### config.mk
export PLATFORM = sky130hd
export DESIGN_NAME = response_frame_checker_crc16_core
export DESIGN_NICKNAME = d
export VERILOG_FILES = /design/src/sv/rfc_pkg.sv /design/src/sv/rfc_frame.sv /design/src/sv/rfc_out.sv /design/src/sv/response_frame_checker_crc16_core.sv
export SDC_FILE = /design/constraint.sdc
export NUM_CORES = 1
export LEC_CHECK = 0
export BUFFER_PORTS_ARGS = -buffer_cell sky130_fd_sc_hd__buf_2
export CAP_MARGIN = 10
export CORE_MARGIN = 2
export CORE_UTILIZATION = 25
export CTS_CLUSTER_DIAMETER = 150
export DETAILED_ROUTE_END_ITERATION = 6
export PLACE_DENSITY = 0.46
export SYNTH_ARGS = -nofsm -noshare
export SYNTH_HDL_FRONTEND = slang
export SYNTH_SLANG_ARGS = --single-unit
### constraint.sdc
create_clock -name clk -period 6.4 [get_ports clk]
set_clock_uncertainty 0.05 [all_clocks]
set_input_delay 0.32 -clock clk [delete_from_list [all_inputs] [get_ports clk]]
set_output_delay 0.32 -clock clk [all_outputs]
set_load 0.005 [all_outputs]
### src/sv/rfc_pkg.sv
// Shared types, constants and the CRC-16 byte update for the response frame checker.
// No dependencies; imported by every module of the checker.
`default_nettype none

package rfc_pkg;

  // Default largest frame, header bytes included
  localparam int RFC_MAX_FRAME = 2048;

  // Frame layout and CRC-16/CCITT-FALSE constants
  localparam logic [15:0] CRC_INIT   = 16'hFFFF;
  localparam logic [15:0] CRC_POLY   = 16'h1021;
  localparam int          HEADER_LEN = 6;
  localparam logic [7:0]  ACK_RESET  = 8'h01;

  // Total length L + 6 needs 17 bits; reported length is 12 bits
  localparam int TOT_W = 17;
  localparam int LEN_W = 12;

  // Configuration register indexes
  localparam logic REG_ACK_VALUE = 1'b0;

  // Result kinds
  localparam logic KIND_PAYLOAD = 1'b0;
  localparam logic KIND_STATUS  = 1'b1;

  typedef enum logic [1:0] {
    ST_SUCCESS = 2'd0,
    ST_FAIL    = 2'd1,
    ST_TIMEOUT = 2'd2,
    ST_FORMAT  = 2'd3
  } status_t;

  // One result item plus its request flag
  typedef struct packed {
    logic             emit;
    logic             kind;
    logic [7:0]       data;
    status_t          status;
    logic [LEN_W-1:0] length;
  } res_t;

  // One byte through the MSB-first CRC-16, eight shift steps
  function automatic logic [15:0] crc16_byte(input logic [15:0] crc, input logic [7:0] b);
    logic [15:0] c;
    c = crc ^ {b, 8'h00};
    for (int k = 0; k < 8; k++) begin
      if (c[15]) begin
        c = {c[14:0], 1'b0} ^ CRC_POLY;
      end else begin
        c = {c[14:0], 1'b0};
      end
    end
    return c;
  endfunction

endpackage

`default_nettype wire

### src/sv/rfc_frame.sv
// Frame tracker: byte counter, length field, running CRC and the end-of-frame verdict.
// Depends on rfc_pkg.
`default_nettype none

module rfc_frame
  import rfc_pkg::*;
#(
  parameter int MAX_FRAME = RFC_MAX_FRAME
) (
  input  wire logic       clk,
  input  wire logic       rst_n,
  input  wire logic       fire,
  input  wire logic [7:0] rx_byte,
  input  wire logic       abort,
  input  wire logic [7:0] ack_value,
  output res_t            res
);

  localparam int CNT_W = $clog2(MAX_FRAME);
  localparam logic [TOT_W-1:0] MaxTot = TOT_W'(MAX_FRAME);

  logic [CNT_W-1:0] cnt_r, cnt_nxt;
  logic [15:0]      len_r, len_nxt;
  logic [15:0]      crc_r, crc_nxt;
  logic             crc_hi_r, crc_hi_nxt;
  logic             ack_ok_r, ack_ok_nxt;
  logic             first_zero_r, first_zero_nxt;

  logic [15:0]      crc_upd;
  logic [15:0]      len_hdr;
  logic [TOT_W-1:0] idx_ext, total, total_hdr;
  logic [31:0]      cnt_wide, tot_wide;
  logic             first_zero_now, crc_ok, clear;

  assign crc_upd   = crc16_byte(crc_r, rx_byte);
  assign idx_ext   = TOT_W'(cnt_r);
  assign total     = TOT_W'(len_r) + TOT_W'(HEADER_LEN);
  assign len_hdr   = {len_r[15:8], rx_byte};
  assign total_hdr = TOT_W'(len_hdr) + TOT_W'(HEADER_LEN);
  assign cnt_wide  = 32'(cnt_r);
  assign tot_wide  = 32'(total);
  assign first_zero_now = (cnt_r == '0) ? (rx_byte == 8'h00) : first_zero_r;
  assign crc_ok    = crc_hi_r && (rx_byte == crc_r[7:0]);

  // Per-byte decode: state update and result
  always_comb begin
    cnt_nxt        = cnt_r + 1'b1;
    len_nxt        = len_r;
    crc_nxt        = crc_r;
    crc_hi_nxt     = crc_hi_r;
    ack_ok_nxt     = ack_ok_r;
    first_zero_nxt = first_zero_now;
    clear          = 1'b0;
    res            = '0;
    res.kind       = KIND_STATUS;

    priority if (abort) begin
      res.emit   = 1'b1;
      res.status = ST_TIMEOUT;
      res.length = cnt_wide[LEN_W-1:0];
      clear      = 1'b1;
    end else if (idx_ext < TOT_W'(HEADER_LEN)) begin
      // Header bytes
      crc_nxt = crc_upd;
      if (idx_ext == TOT_W'(4)) begin
        len_nxt = {rx_byte, 8'h00};
      end
      if (idx_ext == TOT_W'(5)) begin
        len_nxt = len_hdr;
        if ((len_hdr < 16'd3) || (total_hdr > MaxTot)) begin
          res.emit   = 1'b1;
          res.status = first_zero_now ? ST_TIMEOUT : ST_FORMAT;
          res.length = LEN_W'(HEADER_LEN);
          clear      = 1'b1;
        end
      end
    end else if ((idx_ext + TOT_W'(3)) < total) begin
      // Payload byte
      crc_nxt    = crc_upd;
      res.emit   = 1'b1;
      res.kind   = KIND_PAYLOAD;
      res.data   = rx_byte;
      res.status = ST_SUCCESS;
    end else if ((idx_ext + TOT_W'(3)) == total) begin
      // Acknowledge byte
      crc_nxt    = crc_upd;
      ack_ok_nxt = (rx_byte == ack_value);
    end else if ((idx_ext + TOT_W'(2)) == total) begin
      // CRC high byte
      crc_hi_nxt = (rx_byte == crc_r[15:8]);
    end else begin
      // CRC low byte ends the frame
      res.emit = 1'b1;
      if (first_zero_r) begin
        res.status = ST_TIMEOUT;
      end else if (!crc_ok || !ack_ok_r) begin
        res.status = ST_FAIL;
      end else begin
        res.status = ST_SUCCESS;
      end
      res.length = tot_wide[LEN_W-1:0];
      clear      = 1'b1;
    end

    if (clear) begin
      cnt_nxt        = '0;
      len_nxt        = '0;
      crc_nxt        = CRC_INIT;
      crc_hi_nxt     = 1'b0;
      ack_ok_nxt     = 1'b0;
      first_zero_nxt = 1'b0;
    end
  end

  // Frame state
  always_ff @(posedge clk) begin
    if (!rst_n) begin
      cnt_r        <= '0;
      len_r        <= '0;
      crc_r        <= CRC_INIT;
      crc_hi_r     <= 1'b0;
      ack_ok_r     <= 1'b0;
      first_zero_r <= 1'b0;
    end else if (fire) begin
      cnt_r        <= cnt_nxt;
      len_r        <= len_nxt;
      crc_r        <= crc_nxt;
      crc_hi_r     <= crc_hi_nxt;
      ack_ok_r     <= ack_ok_nxt;
      first_zero_r <= first_zero_nxt;
    end
  end

endmodule

`default_nettype wire

### src/sv/rfc_out.sv
// Result register of the frame checker: holds one result until the consumer takes it.
// Depends on rfc_pkg.
`default_nettype none

module rfc_out
  import rfc_pkg::*;
(
  input  wire logic             clk,
  input  wire logic             rst_n,
  input  wire logic             load,
  input  wire res_t             res,
  input  wire logic             out_stall,
  output logic                  hold,
  output logic                  out_valid,
  output logic                  out_kind,
  output logic [7:0]            out_byte,
  output logic [1:0]            out_frame_status,
  output logic [LEN_W-1:0]      out_frame_length
);

  logic   valid_r, valid_nxt;
  res_t   res_r;

  // Full and not drained this cycle
  assign hold = valid_r && out_stall;

  always_comb begin
    valid_nxt = valid_r && out_stall;
    if (load && res.emit) begin
      valid_nxt = 1'b1;
    end
  end

  always_ff @(posedge clk) begin
    if (!rst_n) begin
      valid_r <= 1'b0;
    end else begin
      valid_r <= valid_nxt;
    end
  end

  // Payload: no reset
  always_ff @(posedge clk) begin
    if (load && res.emit) begin
      res_r <= res;
    end
  end

  assign out_valid        = valid_r;
  assign out_kind         = res_r.kind;
  assign out_byte         = res_r.data;
  assign out_frame_status = res_r.status;
  assign out_frame_length = res_r.length;

endmodule

`default_nettype wire

### src/sv/response_frame_checker_crc16_core.sv
// Top level of the response frame checker: input register, ack register port,
// frame tracker and result register. Depends on rfc_pkg, rfc_frame and rfc_out.
//
// Takes one received frame byte per clock and, with no stall at the output, keeps
// that rate indefinitely: each byte is held in the input register, and its result
// (a payload byte or the end-of-frame status) is then registered in the result
// register. The CRC-16/CCITT-FALSE byte update and the position compares sit in
// one stage between the input register and the result register.
// Bytes 4 and 5 give the big-endian length L; the frame is L + 6 bytes, and bytes
// 6 to L+2 come out as payload. The ack register (byte address 0, reset 0x01) is
// compared with byte L+3; write it only while the checker is idle.
`default_nettype none

module response_frame_checker_crc16_core
  import rfc_pkg::*;
#(
  parameter int MAX_FRAME = RFC_MAX_FRAME
) (
  input  wire logic             clk,
  input  wire logic             rst_n,
  // Input channel
  input  wire logic             in_valid,
  output logic                  in_stall,
  input  wire logic [7:0]       in_rx_byte,
  input  wire logic             in_abort,
  // Result channel
  output logic                  out_valid,
  input  wire logic             out_stall,
  output logic                  out_kind,
  output logic [7:0]            out_byte,
  output logic [1:0]            out_frame_status,
  output logic [LEN_W-1:0]      out_frame_length,
  // Configuration port
  input  wire logic             psel,
  input  wire logic             penable,
  input  wire logic             pwrite,
  input  wire logic [2:0]       paddr,
  input  wire logic [31:0]      pwdata,
  output logic [31:0]           prdata,
  output logic                  pready
);

  logic       s1_valid_r, s1_valid_nxt;
  logic [7:0] s1_byte_r;
  logic       s1_abort_r;
  logic [7:0] ack_r;
  logic       hold, fire;
  res_t       res;

  // Configuration register
  assign pready = 1'b1;
  assign prdata = (paddr[2] == REG_ACK_VALUE) ? {24'h000000, ack_r} : 32'h0;

  always_ff @(posedge clk) begin
    if (!rst_n) begin
      ack_r <= ACK_RESET;
    end else if (psel && penable && pwrite && (paddr[2] == REG_ACK_VALUE)) begin
      ack_r <= pwdata[7:0];
    end
  end

  // Input register: moves on unless the result register is held
  assign fire     = s1_valid_r && !hold;
  assign in_stall = s1_valid_r && hold;

  always_comb begin
    s1_valid_nxt = s1_valid_r;
    if (!in_stall) begin
      s1_valid_nxt = in_valid;
    end
  end

  always_ff @(posedge clk) begin
    if (!rst_n) begin
      s1_valid_r <= 1'b0;
    end else begin
      s1_valid_r <= s1_valid_nxt;
    end
  end

  always_ff @(posedge clk) begin
    if (in_valid && !in_stall) begin
      s1_byte_r  <= in_rx_byte;
      s1_abort_r <= in_abort;
    end
  end

  rfc_frame #(
    .MAX_FRAME(MAX_FRAME)
  ) u_frame (
    .clk      (clk),
    .rst_n    (rst_n),
    .fire     (fire),
    .rx_byte  (s1_byte_r),
    .abort    (s1_abort_r),
    .ack_value(ack_r),
    .res      (res)
  );

  rfc_out u_out (
    .clk             (clk),
    .rst_n           (rst_n),
    .load            (fire),
    .res             (res),
    .out_stall       (out_stall),
    .hold            (hold),
    .out_valid       (out_valid),
    .out_kind        (out_kind),
    .out_byte        (out_byte),
    .out_frame_status(out_frame_status),
    .out_frame_length(out_frame_length)
  );

endmodule

`default_nettype wire

* Yosys cells after proc, flatten, opt, wreduce, memory -nomap -nowiden
Cells that the tools add are included.
Word-level totals: input bits 51, output and inout bits 58, flip-flop bits (word level) 88
Cells by class: $lt $le $gt $ge 4, $add $sub $neg 5, reduce and logical (&&, ||, !) cells 30, eq/ne operators 12, bitwise gates (word level) 11, mux-type cells 56
Operator list (count):
- $mux W16 | 10
- $mux W13 | 8
- $mux W14 | 5
- $add A16 B3 Y17 const B | 2
- $eq A17 B17 Y1 | 2
- $mux W1 | 26
- $add A11 B2 Y12 const B | 2
- $eq A8 B8 Y1 | 3
- $not A3 Y3 | 8
- $eq A11 B3 Y1 const B | 2
- $mux W11 | 2
- $gt A17 B12 Y1 const B | 1
- $lt A17 B17 Y1 | 1
- $lt A16 B2 Y1 const B | 1
- $xor A16 B16 Y16 | 1
- $mux W12 | 1
- $add A11 B1 Y11 const B | 1
- $logic_not A11 Y1 | 1
- $lt A11 B3 Y1 const B | 1
- $ne A2 B1 Y1 const B | 5
- $reduce_and A5 Y1 | 2
- $logic_and A1 B1 Y1 | 9
- $mux W9 | 1
- $logic_not A8 Y1 | 1
- other kinds (13) | 22

* Depth between registers and ports, before layout
word-level depth 22, gate-level depth with buffers 18, mapped depth without buffers 16

* Cells and area by module
From an unflattened synthesis, not the netlist that was laid out.
Unflattened totals: cells, all modules 613, area total of the unflattened synthesis 5756.8 sq um
Modules (own cells, without submodules):
- rfc_frame | cells an instance 501, times used 1, area an instance 4102.7 sq um, seq. area each 920.9 sq um
- response_frame_checker_crc16_core | cells an instance 85, times used 1, area an instance 918.4 sq um, seq. area each 450.4 sq um
- rfc_out | cells an instance 27, times used 1, area an instance 735.7 sq um, seq. area each 710.7 sq um

* Least setup slack after synthesis
OpenSTA, ideal clock, no wires.
path type register to register, start reg u_frame.len_r[1], end reg u_out.res_r, in the netlist u_out.out_byte[0] (enable), arrival time 3.478 ns, slack 2.469 ns, buffers on the path 0, required time 5.947 ns, stages on the path, launching flop included 14, path through dfxtp_1 > inv_1 > ha_1 > nand4b_1 > nor3_1 > xnor2_1 > ha_1 > nand3_1 > nor2_1 > a221oi_1 > o21ai_0 > a21boi_0 > nor3_1 > nor2_1
Between the ends: cells in the longest elaborated chain, start to end 8, elaborated cells on any way between the ends 10, classes of those cells add/sub: 1; order compare: 1; eq/ne: 2; mux: 5; reduce/logical: 1
Ends and longest elaborated chain:
- from (decl) | line rfc_frame.sv:23 | logic [15:0] len_r, len_nxt;
- from (signal assigned) | line rfc_frame.sv:126 | len_r <= len_nxt;
- $add A16 B3 Y17 (*) | line rfc_frame.sv:37 | assign total = TOT_W'(len_r) + TOT_W'(HEADER_LEN);
- branches (longest 3 deep; another with $lt A17 B17 Y1)
- $mux W1 (*) | line rfc_frame.sv:77 | end else if ((idx_ext + TOT_W'(3)) < total) begin
- $mux W1 (*) | line rfc_frame.sv:62 | end else if (idx_ext < TOT_W'(HEADER_LEN)) begin
- $mux W1 (*) | line rfc_frame.sv:57 | priority if (abort) begin
- $logic_and A1 B1 Y1 (*) | line rfc_out.sv:44 | if (load && res.emit) begin
- to (signal assigned) | line rfc_out.sv:45 | res_r <= res;
- to (decl) | line rfc_out.sv:22 | res_t res_r;
Mark *: on every way between the ends. A chain may end at the register's enable or synchronous reset.

* Worst setup path in the final report
start reg u_frame.len_r[1], end reg u_frame.len_r[10]
Between the ends: cells in the longest elaborated chain, start to end 9, elaborated cells on any way between the ends 15, classes of those cells add/sub: 1; order compare: 1; eq/ne: 4; mux: 6; reduce/logical: 3
Ends and longest elaborated chain (line):
- $add A16 B3 Y17 (*) | rfc_frame.sv:37
- branches (longest 3 deep; another with $lt A17 B17 Y1)
- $mux W1 (*) | rfc_frame.sv:77
- $mux W1 (*) | rfc_frame.sv:62
- $mux W1 (*) | rfc_frame.sv:57
- $ne A2 B1 Y1 (no line) or $reduce_bool A2 Y1 (tied branches)
- $reduce_and A5 Y1 (no line)
Marked as above.

==> reports/metrics.yaml <==
synth:
  ys_seq_elements: 88
  avgSynthCellArea_um2: 9.06
  synth_simple_gate_area_frac: 0.212
  synth_top_family_by_area: "simple AND/OR/NAND/NOR gates"
  synth_top_area_frac: 0.205
  synth-xor-area-share: 0.124
  ys_types: 64
  synthAdderAreaFrac: 0.0457
  synth_edf_count: 32
  synth_flop_cell: "dfxtp_1"
  yosysWarnings: 0
  yosys.area.top_type: "dfxtp_1"
  synthMuxAreaShare: 0.0261
  seq_area_frac_synth: 0.380
  synthTopCellsByArea: "dfxtp_1, edfxtp_1, xnor2_1"
  synth_compound_area_frac: 0.136
  synthArstFlopShare: 0
  syn_area_um2: 5470
  synth_cells: 604
final_layout:
  fillers: 2320
  finish.net_count: 709
  drive_above_1_share: 0.137
  multi_input_area_um2: 3070
  antennaDiodeCount: 0
  layout_common_cells: "nand2_1, buf_2, dfxtp_1"
  fin_util: 0.287
  area.sequential_um2: 2080
  layout_commonest_cell: "nand2_1"
  syn_to_final_growth_pct: 13.7
detailed_routing:
  drt-initial-drc-count: 236
  drc_errors: 0
  finalWirelength_mm: 14.5
  met2WireLength_mm: 6.50
  dr_total_vias: 4346
  wl_per_cell_um: 15.7
  dr.pass1.iters: 5
  drtAntennaViolNets: 0
  route.met3.wl_um: 748
  highest_layer: "met5"
  wl_met1_mm: 6.97
  viasPerCell: 4.71
floorplanning:
  die_y_um: 152
  start_util: 0.252
  io_pins: 109
  fp.dieW_um: 152
  die-area_um2: 23100
  coreArea_um2: 21700
  rows: 54
grt:
  globalRoute.totalOverflow: 0
  grt_pass1_wl_mm: 23.6
  track_usage: 0.128
  grt_pass1_vias: 4244
  grt_start_max_net_pins: 30
  antenna_found_initial: 1
placement:
  dp_slack_ns: 1.65
  dp_hpwl_mm: 10.5
  numPortBuffers: 57
  gp_congestion: 0.779
timing:
  fin_crit_sh: 0.754
  relSlewSlack: 0.285
  layout_min_cycle_time_ns: 4.83
  postLayoutSetupSlackWorst_ns: 1.57
  setup_viol: 0
  max_freq_ghz: 0.207
  slew_viol_final: 0
  tightest_slew_ns: 1.07
  rsz0062_at_grt: "false"
  setup_tns_ns: 0
  finalHoldViolations: 0
clock_network:
  htree_levels: 3
  cts.sinks: 88
  cts-root-buf: "clkbuf_16"
  holdBufCountCts: 0
  cts_buffer_depth: 2
  cts_buffers: 9
  cts.clk_slew.worst_paths_ns: 0.07
  clk_latency_ns: 0.35
  cts_tree: "done"
  cts_setup_buffers: 0
  cts_resized: 0
power_and_ir_drop:
  p_total_w: 0.00139
  powerDensity_nw_per_um2: 223
  peakVddDrop_mv: 0.128
  p_leak_nw: 2.23
setup_path:
  critPathMostFrequentCell: "nor3_1"
  max_stage_delay_ns: 0.66
  startpoint_type: "flop"
  cpMaxStageDelayCell: "a31oi_2"
  endpoint_kind: "flop"
  setup.worst_path.class: "reg2reg"
  cp.required_ns: 6.63
  cp.arrival_ns: 5.05
  crit_fanout: 25
  path_cells: "inv_1 > ha_1 > nand4b_1 > nor3_1 > nor2_1 > ha_1 > nand4_1 > nor3_1 > nor3_1 > o21ai_0 > and3b_1 > nand2_2 > a31oi_2 > mux2i_1"
worst_hold_path:
  hold_class: "in2reg"
outcome:
  status: "complete, no violations"
flow_run:
  maxCapViolations: 0
## synthesized netlist by cell type, types with 6 or more instances
library cell,number
a21oi_1,15
a22o_1,10
a2bb2oi_1,11
and2_1,7
buf_4,25
clkbuf_1,27
dfxtp_1,56
edfxtp_1,32
ha_1,20
inv_1,16
mux2i_1,12
nand2_1,60
nand3_1,26
nand3b_1,6
nand4_1,15
nor2_1,46
nor2b_1,11
nor3_1,18
nor4_1,12
o211ai_1,8
o21ai_0,10
o31ai_1,9
or3_1,6
or4_1,6
xnor2_1,46
xor2_1,27
## where the power goes
group | internal [W] | switching, W | total, W | leakage [nW]
Combinational | 0.0000685 | 0.0000862 | 0.000155 | 1.31
Clock | 0.000365 | 0.000239 | 0.000604 | 0.171
Sequential | 0.000601 | 0.0000312 | 0.000632 | 0.751
Total | 0.00103 | 0.000356 | 0.00139 | 2.23
## final timing paths
path               startpoint                 to  slack (ns)  depth (start not counted)
min reg2reg          ack_r[5]           ack_r[5]        0.44                          2
min             in_rx_byte[0]       s1_byte_r[0]        0.09                          1
max          u_frame.len_r[1]  u_frame.len_r[10]        1.57                         14
max reg2reg  u_frame.len_r[1]  u_frame.len_r[10]        1.57                         14
## layout make-up
cell class / instances / area share
well taps: 280 / 0.0563
clock inverters: 1 / 0.00141
flip-flops and latches: 88 / 0.335
inverters: 17 / 0.0103
clock buffers: 15 / 0.0541
repair buffers: 60 / 0.0495
multi-input cells: 462 / 0.494
## cell families (layout without fill, tap and decap cells)
| group | Yosys count | count (layout) |
|---|---|---|
| mux | 14 | 14 |
| xor+xnor | 75 | 75 |
| fa+ha+maj | 20 | 20 |
| flops | 88 | 88 |
| compound gates | 98 | 98 |
| simple gates | 230 | 230 |
| other cells | 2 | 25 |
| buf+inv | 77 | 93 |
## through the flow
stage | area (um^2) | hold WS (ns) | std cells
after floorplan | 5560 | 0.369 | 627
after global placement | 5880 | 0.428 | 907
after detailed placement | 5880 | 0.430 | 907
after CTS | 6220 | 0.0729 | 923
after global routing | 6220 | 0.0710 | 923
final | 6220 | 0.0876 | 923
## state kept, by name (all words and copies together), names as in the netlist
name / flops
u_frame.crc_r: 16
u_frame.len_r: 16
u_out.out_frame_length: 12
u_frame.cnt_r: 11
ack_r: 8
s1_byte_r: 8
u_out.out_byte: 8
u_out.out_frame_status: 2
s1_abort_r: 1
s1_valid_r: 1
u_frame.ack_ok_r: 1
u_frame.crc_hi_r: 1
u_frame.first_zero_r: 1
u_out.out_kind: 1
u_out.out_valid: 1
## per-layer routing
metal	vias to the layer above	GRT usage
met5	-	0
met4	2	0.0378
met1	2023	0.170
met2	118	0.202
li1	2181	-
met3	22	0.0354
## critical path, delay by kind of cell, from the launching register on
kind            cells  cell delay [ns]
buf+inv             1             0.10
simple gates        8             2.23
flops               1             0.48
fa+ha+maj           2             0.57
compound gates      2             1.06
mux                 1             0.25
Power figures use the tool's default switching activity.
